**src/hw/rtl/qssd_pkg.sv**
```systemverilog
// ----------------------------------------------------------------------------
// qssd_pkg
// Shared types, character constants and helpers for the query string
// splitter and decoder.
// ----------------------------------------------------------------------------
package qssd_pkg;

    // characters the splitter looks for
    localparam logic [7:0] C_PCT    = 8'h25;
    localparam logic [7:0] C_PLUS   = 8'h2B;
    localparam logic [7:0] C_EQ     = 8'h3D;
    localparam logic [7:0] C_AMP    = 8'h26;
    localparam logic [7:0] C_SPACE  = 8'h20;
    localparam logic [7:0] C_TAB    = 8'h09;
    localparam logic [7:0] C_CR     = 8'h0D;
    localparam logic [7:0] C_LOW_A  = 8'h61;
    localparam logic [7:0] C_LOW_F  = 8'h66;
    localparam logic [7:0] C_LOW_Z  = 8'h7A;
    localparam logic [7:0] C_UP_A   = 8'h41;
    localparam logic [7:0] C_UP_F   = 8'h46;
    localparam logic [7:0] C_DIG_0  = 8'h30;
    localparam logic [7:0] C_DIG_9  = 8'h39;
    localparam logic [7:0] C_NUL    = 8'h00;

    // result kind codes
    localparam logic [1:0] KIND_NAME  = 2'd0;
    localparam logic [1:0] KIND_VALUE = 2'd1;
    localparam logic [1:0] KIND_END   = 2'd2;

    // escape progress codes
    localparam logic [1:0] ESC_NONE  = 2'd0;
    localparam logic [1:0] ESC_PCT   = 2'd1;
    localparam logic [1:0] ESC_DIGIT = 2'd2;

    // most results one input byte can cause
    localparam int MAX_RES = 3;

    typedef enum logic [1:0] {
        PH_SKIP  = 2'd0,
        PH_NAME  = 2'd1,
        PH_VALUE = 2'd2
    } t_phase;

    typedef struct packed {
        t_phase     phase;
        logic [1:0] esc;
        logic [7:0] held;
        logic       keep;
    } t_state;

    typedef struct packed {
        logic [7:0] data;
        logic [1:0] kind;
    } t_res;

    typedef struct packed {
        t_res [MAX_RES-1:0] res;
        logic [1:0]         count;
        logic               from_query;
    } t_bundle;

    typedef struct packed {
        logic       busy;
        logic [1:0] idx;
        logic [1:0] count;
    } t_ser_status;

    // hex digit value, anything else counts as zero
    function automatic logic [3:0] hex_value(input logic [7:0] c);
        logic [7:0] v;
        v = 8'd0;
        if (c >= C_LOW_A && c <= C_LOW_F) begin
            v = c - C_LOW_A + 8'd10;
        end else if (c >= C_UP_A && c <= C_UP_F) begin
            v = c - C_UP_A + 8'd10;
        end else if (c >= C_DIG_0 && c <= C_DIG_9) begin
            v = c - C_DIG_0;
        end
        return v[3:0];
    endfunction

    function automatic logic is_space(input logic [7:0] c);
        return (c == C_SPACE) || (c >= C_TAB && c <= C_CR);
    endfunction

endpackage

```
**src/hw/rtl/query_string_splitter_decoder_top.sv**
```systemverilog
// ----------------------------------------------------------------------------
// query_string_splitter_decoder_top
// Splits a query or cookie string into name=value pairs and decodes values.
// ----------------------------------------------------------------------------
// One string byte is taken per request on the slave stream and decoded in
// the same cycle into up to three results, which land in a result register
// and leave on the master stream one per cycle while it is ready. A byte
// that causes none or one result is followed by the next byte in the next
// cycle unless its result stalls; a byte with more results holds the input
// until the result register has handed out its last result. The separator
// register may be written only while no results are pending. No clearing pass after reset.
module query_string_splitter_decoder_top (
    input  logic       i_clk,
    input  logic       i_rst_n,
    // string bytes
    input  logic       s_axis_tvalid,
    output logic       s_axis_tready,
    input  logic [7:0] s_axis_tdata,   // [7:0] in_byte
    input  logic       s_axis_tlast,   // end_of_string
    // results
    output logic       m_axis_tvalid,
    input  logic       m_axis_tready,
    output logic [7:0] m_axis_tdata,   // [7:0] out_byte
    output logic [2:0] m_axis_tuser,   // [1:0] kind, [2] from_query
    output logic       m_axis_tlast,   // run_last
    // separator register
    input  logic       i_cfg_valid,
    output logic       o_cfg_ready,
    input  logic [7:0] i_cfg_data
);

    logic [7:0]            r_sep;
    qssd_pkg::t_state      r_state;
    qssd_pkg::t_state      n_state;
    qssd_pkg::t_bundle     bundle;
    qssd_pkg::t_res        res;
    qssd_pkg::t_ser_status ser_status;
    logic                  slot_free;
    logic                  in_acc;
    logic                  from_query;

    assign s_axis_tready = slot_free;
    assign in_acc        = s_axis_tvalid && slot_free;
    assign o_cfg_ready   = 1'b1;

    // separator register
    always_ff @(posedge i_clk) begin
        if (!i_rst_n) begin
            r_sep <= qssd_pkg::C_AMP;
        end else if (i_cfg_valid) begin
            r_sep <= i_cfg_data;
        end
    end

    // parser state
    always_ff @(posedge i_clk) begin
        if (!i_rst_n) begin
            r_state <= '{phase: qssd_pkg::PH_SKIP, esc: qssd_pkg::ESC_NONE,
                         held: 8'd0, keep: 1'b0};
        end else if (in_acc) begin
            r_state <= n_state;
        end
    end

    qssd_decode u_decode (
        .i_byte   (s_axis_tdata),
        .i_last   (s_axis_tlast),
        .i_sep    (r_sep),
        .i_state  (r_state),
        .o_state  (n_state),
        .o_bundle (bundle)
    );

    qssd_serial u_serial (
        .i_clk        (i_clk),
        .i_rst_n      (i_rst_n),
        .i_load       (in_acc),
        .i_bundle     (bundle),
        .i_out_ready  (m_axis_tready),
        .o_slot_free  (slot_free),
        .o_valid      (m_axis_tvalid),
        .o_res        (res),
        .o_from_query (from_query),
        .o_last       (m_axis_tlast),
        .o_status     (ser_status)
    );

    assign m_axis_tdata = res.data;
    assign m_axis_tuser = {from_query, res.kind};

`ifndef SYNTHESIS
    // a pending result always points inside a non-empty bundle
    a_idx_in_range: assert property (@(posedge i_clk) disable iff (!i_rst_n)
        ser_status.busy |-> (ser_status.count != 2'd0 && ser_status.idx < ser_status.count))
        else $error("result index outside bundle");

    // no byte is taken while a stalled result would be overwritten
    a_no_overrun: assert property (@(posedge i_clk) disable iff (!i_rst_n)
        (s_axis_tvalid && s_axis_tready) |-> !(m_axis_tvalid && !m_axis_tready))
        else $error("input accepted over stalled result");

    // a run continues after a non-final result is taken
    a_run_continues: assert property (@(posedge i_clk) disable iff (!i_rst_n)
        (m_axis_tvalid && m_axis_tready && !m_axis_tlast) |=> m_axis_tvalid)
        else $error("result run broken");

    // an escape is only in progress inside a value
    a_esc_in_value: assert property (@(posedge i_clk) disable iff (!i_rst_n)
        (r_state.esc != qssd_pkg::ESC_NONE) |-> (r_state.phase == qssd_pkg::PH_VALUE))
        else $error("escape outside value");
`endif

endmodule

```
**src/hw/rtl/qssd_decode.sv**
```systemverilog
// ----------------------------------------------------------------------------
// qssd_decode
// Next-state and result logic for one input byte: splitting, name filter,
// plus and percent decoding, pair end flush.
// ----------------------------------------------------------------------------
module qssd_decode (
    input  logic [7:0]       i_byte,
    input  logic             i_last,
    input  logic [7:0]       i_sep,
    input  qssd_pkg::t_state i_state,
    output qssd_pkg::t_state o_state,
    output qssd_pkg::t_bundle o_bundle
);

    qssd_pkg::t_state st;
    qssd_pkg::t_res [qssd_pkg::MAX_RES-1:0] res;
    logic [1:0] n;
    logic       do_end;
    logic [7:0] v;

    always_comb begin
        st     = i_state;
        res    = '0;
        n      = 2'd0;
        do_end = 1'b0;
        v      = {qssd_pkg::hex_value(i_state.held), qssd_pkg::hex_value(i_byte)};

        // main byte handling by phase
        case (i_state.phase)
            qssd_pkg::PH_NAME: begin
                if (i_byte == qssd_pkg::C_EQ) begin
                    st.esc   = qssd_pkg::ESC_NONE;
                    st.phase = qssd_pkg::PH_VALUE;
                end else if (i_byte == i_sep) begin
                    do_end = 1'b1;
                end else if (i_state.keep) begin
                    res[n] = '{data: i_byte, kind: qssd_pkg::KIND_NAME};
                    n      = n + 2'd1;
                end
            end
            qssd_pkg::PH_VALUE: begin
                if (i_byte == i_sep) begin
                    do_end = 1'b1;
                end else if (i_state.esc == qssd_pkg::ESC_PCT) begin
                    st.held = i_byte;
                    st.esc  = qssd_pkg::ESC_DIGIT;
                end else if (i_state.esc == qssd_pkg::ESC_DIGIT) begin
                    st.esc  = qssd_pkg::ESC_NONE;
                    st.held = 8'd0;
                    if (i_state.keep) begin
                        res[n] = '{data: v, kind: qssd_pkg::KIND_VALUE};
                        n      = n + 2'd1;
                    end
                end else if (i_byte == qssd_pkg::C_PCT) begin
                    st.esc = qssd_pkg::ESC_PCT;
                end else if (i_state.keep) begin
                    res[n] = '{data: (i_byte == qssd_pkg::C_PLUS) ? qssd_pkg::C_SPACE
                                                                   : i_byte,
                               kind: qssd_pkg::KIND_VALUE};
                    n      = n + 2'd1;
                end
            end
            default: begin
                // skipping leading space; unused code behaves the same
                st.phase = qssd_pkg::PH_SKIP;
                if (!qssd_pkg::is_space(i_byte)) begin
                    if (i_byte == qssd_pkg::C_EQ) begin
                        st.keep  = 1'b0;
                        st.esc   = qssd_pkg::ESC_NONE;
                        st.phase = qssd_pkg::PH_VALUE;
                    end else if (i_byte == i_sep) begin
                        st.keep = 1'b0;
                    end else begin
                        st.keep  = (i_byte >= qssd_pkg::C_LOW_A) &&
                                   (i_byte <= qssd_pkg::C_LOW_Z);
                        st.phase = qssd_pkg::PH_NAME;
                        if (st.keep) begin
                            res[n] = '{data: i_byte, kind: qssd_pkg::KIND_NAME};
                            n      = n + 2'd1;
                        end
                    end
                end
            end
        endcase

        // pair end: separator or end of string, flush a cut-short escape
        if (do_end || i_last) begin
            if (st.keep && st.phase != qssd_pkg::PH_SKIP) begin
                if (st.phase == qssd_pkg::PH_VALUE && st.esc != qssd_pkg::ESC_NONE) begin
                    res[n] = '{data: qssd_pkg::C_PCT, kind: qssd_pkg::KIND_VALUE};
                    n      = n + 2'd1;
                    if (st.esc == qssd_pkg::ESC_DIGIT) begin
                        res[n] = '{data: st.held, kind: qssd_pkg::KIND_VALUE};
                        n      = n + 2'd1;
                    end
                end
                res[n] = '{data: qssd_pkg::C_NUL, kind: qssd_pkg::KIND_END};
                n      = n + 2'd1;
            end
            st = '{phase: qssd_pkg::PH_SKIP, esc: qssd_pkg::ESC_NONE,
                   held: 8'd0, keep: 1'b0};
        end
    end

    assign o_state             = st;
    assign o_bundle.res        = res;
    assign o_bundle.count      = n;
    assign o_bundle.from_query = (i_sep == qssd_pkg::C_AMP);

endmodule

```
**src/hw/rtl/qssd_serial.sv**
```systemverilog
// ----------------------------------------------------------------------------
// qssd_serial
// Result register holding the results of one byte, handed out one per
// cycle while the output is ready, with the last one flagged.
// ----------------------------------------------------------------------------
module qssd_serial (
    input  logic                  i_clk,
    input  logic                  i_rst_n,
    input  logic                  i_load,
    input  qssd_pkg::t_bundle     i_bundle,
    input  logic                  i_out_ready,
    output logic                  o_slot_free,
    output logic                  o_valid,
    output qssd_pkg::t_res        o_res,
    output logic                  o_from_query,
    output logic                  o_last,
    output qssd_pkg::t_ser_status o_status
);

    qssd_pkg::t_bundle r_bundle;
    logic              r_busy;
    logic [1:0]        r_idx;
    logic              last_one;

    // free when empty or the final result leaves this cycle
    assign last_one    = (r_idx == (r_bundle.count - 2'd1));
    assign o_slot_free = !r_busy || (i_out_ready && last_one);

    // control: occupancy and position
    always_ff @(posedge i_clk) begin
        if (!i_rst_n) begin
            r_busy <= 1'b0;
            r_idx  <= 2'd0;
        end else if (i_load) begin
            r_busy <= (i_bundle.count != 2'd0);
            r_idx  <= 2'd0;
        end else if (r_busy && i_out_ready) begin
            if (last_one) begin
                r_busy <= 1'b0;
            end else begin
                r_idx <= r_idx + 2'd1;
            end
        end
    end

    // payload
    always_ff @(posedge i_clk) begin
        if (i_load) begin
            r_bundle <= i_bundle;
        end
    end

    assign o_valid      = r_busy;
    assign o_res        = r_bundle.res[r_idx];
    assign o_from_query = r_bundle.from_query;
    assign o_last       = last_one;
    assign o_status     = '{busy: r_busy, idx: r_idx, count: r_bundle.count};

endmodule
```
**config.mk**
```make
export PLATFORM = sky130hd
export DESIGN_NAME = query_string_splitter_decoder_top
export DESIGN_NICKNAME = d
export VERILOG_FILES = /design/src/hw/rtl/qssd_pkg.sv /design/src/hw/rtl/query_string_splitter_decoder_top.sv /design/src/hw/rtl/qssd_decode.sv /design/src/hw/rtl/qssd_serial.sv
export SDC_FILE = /design/constraint.sdc
export NUM_CORES = 1
export LEC_CHECK = 0
export BUFFER_PORTS_ARGS = -buffer_cell sky130_fd_sc_hd__buf_2
export CAP_MARGIN = 10
export CORE_MARGIN = 1
export CORE_UTILIZATION = 49
export DETAILED_ROUTE_END_ITERATION = 16
export HOLD_SLACK_MARGIN = 0.08
export PLACE_DENSITY = 0.68
export SKIP_CTS_REPAIR_TIMING = 1
export SLEW_MARGIN = 5
export SYNTH_ARGS = -nofsm -noshare
export SYNTH_HDL_FRONTEND = slang
export SYNTH_SLANG_ARGS = --single-unit
export TNS_END_PERCENT = 20
```
**constraint.sdc**
```tcl
create_clock -name i_clk -period 4.7 [get_ports i_clk]
set_clock_uncertainty 0.2 [all_clocks]
set_input_delay 0.47 -clock i_clk [delete_from_list [all_inputs] [get_ports i_clk]]
set_output_delay 0.47 -clock i_clk [all_outputs]
set_load 0.005 [all_outputs]
```
# After elaboration in Yosys (flattened, before gate mapping)
# Index checks and enable logic that the tools add are counted.
# word_totals
latch_bits	0
memories	0
out_inout_bits	15
register_bits	57
rom_bits	0
inputBits	22
ram_bits	0
# op_classes
n_mul	0
n_div	0
n_addsub	15
shifts	0
n_eq_ne	13
n_reduce_logical	30
n_bitwise	8
n_mux	78
n_lt_le_gt_ge	22
# op_table
cell	count
two-way mux 10 bit	21
two-way mux 30 bit	4
demux 10 bit (select 2 bit)	3
equality test 8 x 6 -> 1 bit (second input constant)	5
less-or-equal comparator 8 x 7 -> 1 bit (second input constant)	5
two-way mux 2 bit	17
greater-or-equal comparator 8 x 7 -> 1 bit (second input constant)	4
two-way mux 4 bit	8
bitwise mux 30 bit	1
AND 27 bit	1
inverter 27 bit	1
two-way mux 8 bit	3
subtractor 4 x 1 -> 4 bit (second input constant)	6
binary-select mux 10 bit (select 2 bit)	1
one-hot mux 10 bit (2 select lines)	1
AND 6 x 18 -> 18 bit	1
inverter 18 bit	1
adder 4 bit (second input constant)	4
greater-or-equal comparator 8 x 6 -> 1 bit (second input constant)	2
less-or-equal comparator 8 x 6 -> 1 bit (second input constant)	2
logical AND 1 bit	16
two-way mux 1 bit	14
two-way mux 13 bit	1
less-than comparator 2 x 3 -> 1 bit (second input constant)	4
19 further kinds	40

# Depth between registers and ports, before layout
# logic_depth
ltp_word	21
ltp_mapped	14
ltp_nobuf	14

# Cells and area by module
# Synthesis repeated with hierarchy kept, for this count alone.
# unflattened
hier_cells	461
hier_area_um2	4124.0
# by_module_without_submodules
module	seq_area_each_um2	cells_each	instances	area_per_inst_um2
qssd_decode	0.0	279	1	1816.7
qssd_serial	1051.0	94	1	1447.6
query_string_splitter_decoder_top	420.4	88	1	859.6

# Worst setup path before layout
# No wires, ideal clock.
# synth_path
path_kind	input -> register
from	input port s_axis_tdata[7]
to	register u_serial.r_bundle[32] (netlist name) (data pin)
setup_ps	142
path_slack_ps	1162
required_ps	4358
cell_stages	14
arrival_time_ps	3196
path_cell_list	buf_4 or3b_1 buf_2 o21ai_1 o211ai_1 a311oi_4 nand3_2 inv_1 ha_1 mux2i_1 inv_1 ha_1 nand4b_2 nor2_1
# synth_between
elab_chain_len	19
elab_cells_between_ends	79
classes_between	add/sub: 2; order compare: 10; eq/ne: 6; mux: 45; bitwise: 4; reduce/logical: 12
# synth_lines
element	line	text
start: declaration	query_string_splitter_decoder_top.sv:18	input logic [7:0] s_axis_tdata,
greater-or-equal comparator 8 x 7 -> 1 bit or less-or-equal comparator 8 x 7 -> 1 bit (tied branches)	qssd_decode.sv:74, qssd_decode.sv:75	
logical AND 1 bit	qssd_decode.sv:74	st.keep = (i_byte >= qssd_pkg::C_LOW_A) &&
two-way mux 1 bit	qssd_decode.sv:77	if (st.keep) begin
two-way mux 1 bit	qssd_decode.sv:71	end else if (i_byte == i_sep) begin
two-way mux 2 bit	qssd_decode.sv:67	if (i_byte == qssd_pkg::C_EQ) begin
two-way mux 2 bit	qssd_decode.sv:66	if (!qssd_pkg::is_space(i_byte)) begin
one-hot mux 2 bit (2 select lines)	qssd_decode.sv:29	case (i_state.phase)
adder 2 x 1 -> 2 bit (tied with other cells)	qssd_decode.sv:91	n = n + 2'd1;
[... 3 more ...]	--	
two-way mux 2 bit or inverter 18 bit (tied branches)	--	
two-way mux 2 bit or AND 6 x 18 -> 18 bit (tied branches)	--	
less-than comparator 2 x 3 -> 1 bit (not written as such) (tied with other cells)	qssd_decode.sv:97	res[n] = '{data: qssd_pkg::C_NUL, kind: qssd_pkg::KIND_END};
logical AND 1 bit (not written as such) or two-way mux 30 bit (tied branches)	qssd_decode.sv:97, qssd_decode.sv:92	
two-way mux 10 bit (not written as such) or two-way mux 30 bit (tied branches)	qssd_decode.sv:97, qssd_decode.sv:89	
demux 10 bit (select 2 bit) or two-way mux 30 bit (tied branches)	--	
inverter 27 bit (no line) or two-way mux 30 bit (tied branches)	--	
AND 27 bit (no line)	--	
end signal: assignment	qssd_serial.sv:49	r_bundle <= i_bundle;
end: declaration	qssd_serial.sv:20	qssd_pkg::t_bundle r_bundle;
# Several ways; a longest one is shown, not always the timed one. The select of a mux whose other input is x is not followed.
# A chain may end at the register's enable or synchronous reset.

# Final worst setup path
# layout_path
from	register r_state[11] (netlist name)
to	register u_serial.r_bundle[32] (netlist name) (data pin)
# layout_between
elab_chain_len	14
elab_cells_between_ends	48
classes_between	add/sub: 2; order compare: 6; eq/ne: 4; mux: 22; bitwise: 4; reduce/logical: 10
# layout_lines
element	line	text
start: declaration	query_string_splitter_decoder_top.sv:33	qssd_pkg::t_state r_state;
start signal: assignment	query_string_splitter_decoder_top.sv:58	r_state <= '{phase: qssd_pkg::PH_SKIP, esc: qssd_pkg::ESC_NONE,
start signal: assignment	query_string_splitter_decoder_top.sv:61	r_state <= n_state;
equality test 2 bit or equality test 2 x 1 -> 1 bit (tied branches)	qssd_decode.sv:29	
one-hot mux 2 bit (2 select lines)	qssd_decode.sv:29	
adder 2 x 1 -> 2 bit (tied with other cells)	qssd_decode.sv:91	
adder 2 x 1 -> 2 bit or logical AND 1 bit (tied branches)	qssd_decode.sv:94, qssd_decode.sv:90	
two-way mux 2 bit or two-way mux 10 bit (tied branches)	qssd_decode.sv:92, qssd_decode.sv:90	
two-way mux 2 bit or demux 10 bit (select 2 bit) (tied branches)	--	
two-way mux 2 bit or inverter 18 bit (tied branches)	--	
two-way mux 2 bit or AND 6 x 18 -> 18 bit (tied branches)	--	
less-than comparator 2 x 3 -> 1 bit (not written as such) (tied with other cells)	qssd_decode.sv:97	
logical AND 1 bit (not written as such) or two-way mux 30 bit (tied branches)	qssd_decode.sv:97, qssd_decode.sv:92	
two-way mux 10 bit (not written as such) or two-way mux 30 bit (tied branches)	qssd_decode.sv:97, qssd_decode.sv:89	
demux 10 bit (select 2 bit) or two-way mux 30 bit (tied branches)	--	
inverter 27 bit (no line) or two-way mux 30 bit (tied branches)	--	
AND 27 bit (no line)	--	
# Several ways; a longest one is shown, not always the timed one. The select of a mux whose other input is x is not followed.

==> flow_summary.toml <==
[outcome]
status = "completed"

[logic_synthesis]
syn-cell-area_sq_um = 3880
synthFlopType = "edfxtp_1"
syn-instance-count = 425
ys_seq_area_share_pct = 37.9
yosysUniqueCellTypes = 77
synth-edff-count = 33
async_reset_ff_share_pct = 0
synth_seq_cells = 57
avgSynthCellArea_sq_um = 9.14
yosys_warnings = 0
synth_nets = 461

[sta]
period_needed_ns = 3.93
drv_slew = 0
fin_setup_tns_ns = 0
setup_viol = 0
worst_pin_slew_ns = 1.15
fmax_mhz = 254
hold_viol = 0
slew-limit-headroom_pct = 21.6
rsz0062_at_grt = "no"
fin_crit_sh_pct = 83.7

[setup_path]
reg2reg_depth = 13
timing.rr.end = "u_serial.r_bundle[32]$_SDFFCE_PN0P_"
critPathMaxFanout = 11
critPathLaunchType = "register"
crit_arrival_ns = 3.93
critical_path_required_ns = 4.69
crit_top_cell = "ha_1"
crit_family = "simple AND/OR/NAND/NOR gates"
slowest_stage = "dfxtp_1"
reg2reg_from = "r_state[11]$_SDFFE_PN0P_"
critPathBufInv = 3
critical_path.max_stage_delay_ns = 0.46
rrSetupSlack_ns = 0.77
cp_cell_sequence = "inv_1 > ha_1 > nor2b_1 > nand3_1 > or2_1 > a31oi_1 > buf_4 > ha_1 > mux2i_1 > inv_1 > ha_1 > nand4b_2 > nor2_1"
cp-end-kind = "register"
criticalPathCategory = "reg2reg"

[layout]
nFillCells = 744
drive_gt1_share_pct = 16.5
layout.nets = 485
fin_cells = 556
area_delta_synth_final_pct = 9.51
diodes = 0

[clocking]
cts-root-buf = "clkbuf_8"
htreeDepth = 3
cts_tree = "done"
insertion_delay_ns = 0.34
cts_made_buffers = 9
ctsLongestPathBuffers = 2
cts_sinks = 57
clk_pin_slew_ns = 0.07

[grt]
antenna_found_initial = 0
grt_pass1_wl_um = 16600
grt_pass1_vias = 3192
grtUsageTotal_pct = 26.0
grt_max_degree = 36
gr-total-overflow = 0

[placement]
dp_hpwl_um = 7660
gp_congestion = 0.994
placed_cells = 540
io_buffers = 35

[power]
swShare_pct = 27.1
power.density_nw_per_um2 = 252
internal-power_uw = 781
p_leak_nw = 1.59
comb_power_share_pct = 11.7
vdd_drop_max_uv = 111
switching_power_uw = 290
pwr-share-clk_pct = 36.3
p_seq_share_pct = 52.1

[floorplan]
core.rowCount = 32
die_y_um = 91.0
initial_utilization_pct = 50.5
ios = 37
die_area_sq_um = 8280
die_w_um = 91.0
coreArea_sq_um = 7690

[detailed_routing]
wl_per_cell_um = 18.5
routed_wl_um = 10300
drc = 0
vias = 3372
drtPass1Iterations = 5
postRouteAntennaNets = 0
viasPerCell = 6.06
drt-initial-drc-count = 284

[min_path]
hold_path_class = "in2reg"
holdPathStages = 3
min_to = "r_sep[5]$_SDFFE_PN1P_"
min_from = "i_cfg_data[5]"

[job]
cap_viol_max_count = 0
==> power by group through the flow <==
stage               Sequential, mW  Combinational (mW)  Clock, mW
detailed placement           0.568               0.122          0
global placement             0.567               0.121          0
finish                       0.557               0.125      0.388
global route                 0.559               0.136      0.413
CTS                          0.557               0.123      0.397
floorplan                    0.565              0.0874          0
==> tightest hold or removal path, stage by stage <==
cell and delay [ns]:
buf_2 0.08, mux2i_1 0.06, nand2_1 0.06
==> cells by family (layout without fill, tap and decap cells) <==
family          after synthesis  in the layout  share of synthesized area (%)
simple gates                162            162                           23.1
compound gates              110            110                           20.8
flops                        57             57                           37.9
buf+inv                      49             78                           5.77
mux                          21             21                           5.41
fa+ha+maj                    14             14                           4.51
xor+xnor                     11             11                           2.48
other cells                   1              1                         0.0966
==> cell usage in the layout, fill, tap and decap left out, types with 5 or more instances in the layout <==
cell type,netlist,layout
nor2b_1,13,13
buf_2,8,35
and3_1,6,6
nor4_1,7,7
dfxtp_1,24,24
ha_1,14,14
buf_4,4,7
xnor2_1,10,10
nand2_1,49,49
a2bb2oi_1,6,6
a21oi_1,21,21
mux2i_1,21,21
edfxtp_1,33,33
nor3_1,7,7
o21ai_0,32,32
nor2_1,31,31
nor3b_1,5,5
nand3_1,9,9
clkbuf_8,0,9
a31oi_1,5,5
inv_1,19,19
==> metal layers <==
layer	vias up	wire length, um	track usage, %	share of wire, %
met4	0	224	10.2	2.2
met2	176	4880	42.7	47
met1	1562	4270	33.2	42
li1	1609	-	-	-
met5	-	0	0	0
met3	25	900	5.78	8.8
==> registers in the layout, summed over array words and instances (netlist names) <==
signal	count
u_serial.r_bundle	30
r_state	13
r_sep	8
u_serial.o_status	2
u_serial.r_idx	2
u_serial.o_from_query	1
u_serial.o_valid	1
==> worst max path at each step <==
stage | from | end | slack [ns] | depth (start not counted)
6_report | r_state[11]$_SDFFE_PN0P_ | u_serial.r_bundle[32]$_SDFFCE_PN0P_ | 0.77 | 13
5_1_grt | r_state[11]$_SDFFE_PN0P_ | u_serial.r_bundle[32]$_SDFFCE_PN0P_ | 0.46 | 13
4_1_cts | r_state[11]$_SDFFE_PN0P_ | u_serial.r_bundle[32]$_SDFFCE_PN0P_ | 0.79 | 14
3_5_place_dp | s_axis_tdata[1] | u_serial.r_bundle[32]$_SDFFCE_PN0P_ | 0.50 | 15
3_3_place_gp | s_axis_tdata[1] | u_serial.r_bundle[32]$_SDFFCE_PN0P_ | 0.76 | 15
2_1_floorplan | s_axis_tdata[7] | u_serial.r_bundle[32]$_SDFFCE_PN0P_ | 1.16 | 14
==> synthesized netlist by cell type (3+ instances only) <==
master	count	area share, %
nand2_1	49	4.7
nor4_1	7	1.1
a21oi_1	21	2.7
o2111ai_1	3	0.68
o211ai_1	3	0.58
a31oi_1	5	0.81
o21ai_0	32	4.1
a21o_1	4	0.77
mux2i_1	21	5.4
clkbuf_1	14	1.4
and3_1	6	0.97
a2bb2oi_1	6	1.4
nand2b_1	4	0.64
nor3_1	7	0.90
nand4_1	4	0.64
nor2b_1	13	2.1
nand3_1	9	1.2
nor3b_1	5	0.97
o21ai_1	3	0.39
nor2_1	31	3.0
nor4_2	3	0.97
dfxtp_1	24	12
edfxtp_1	33	26
ha_1	14	4.5
xnor2_1	10	2.3
o21a_1	3	0.58
inv_1	19	1.8
buf_2	8	1.0
buf_4	4	0.77
==> final cells by class <==
type                            instances  area, sq um  share of cell area (%)
Multi-Input combinational cell        319         2190                    51.4
Sequential cell                        57         1470                    34.6
Timing Repair Buffer                   42          228                    5.36
Clock buffer                           10          128                    3.00
Tap cell                              102          128                    3.00
Inverter                               20         75.1                    1.77
Clock inverter                          6         35.0                   0.824
==> per-stage QoR <==
step	hold WS (ns)	setup slack, ns	power, mW	instance area (sq um)	utilization (%)
after floorplan	0.261	1.16	0.652	3880	-
after global placement	0.286	0.763	0.689	4090	53.2
after detailed placement	0.298	0.501	0.690	4090	53.2
after CTS	0.128	0.795	1.08	4250	55.3
after global routing	0.143	0.459	1.11	4250	55.3
final	0.142	0.767	1.07	4250	55.3
No activity file was read; power rests on OpenSTA's default activity.
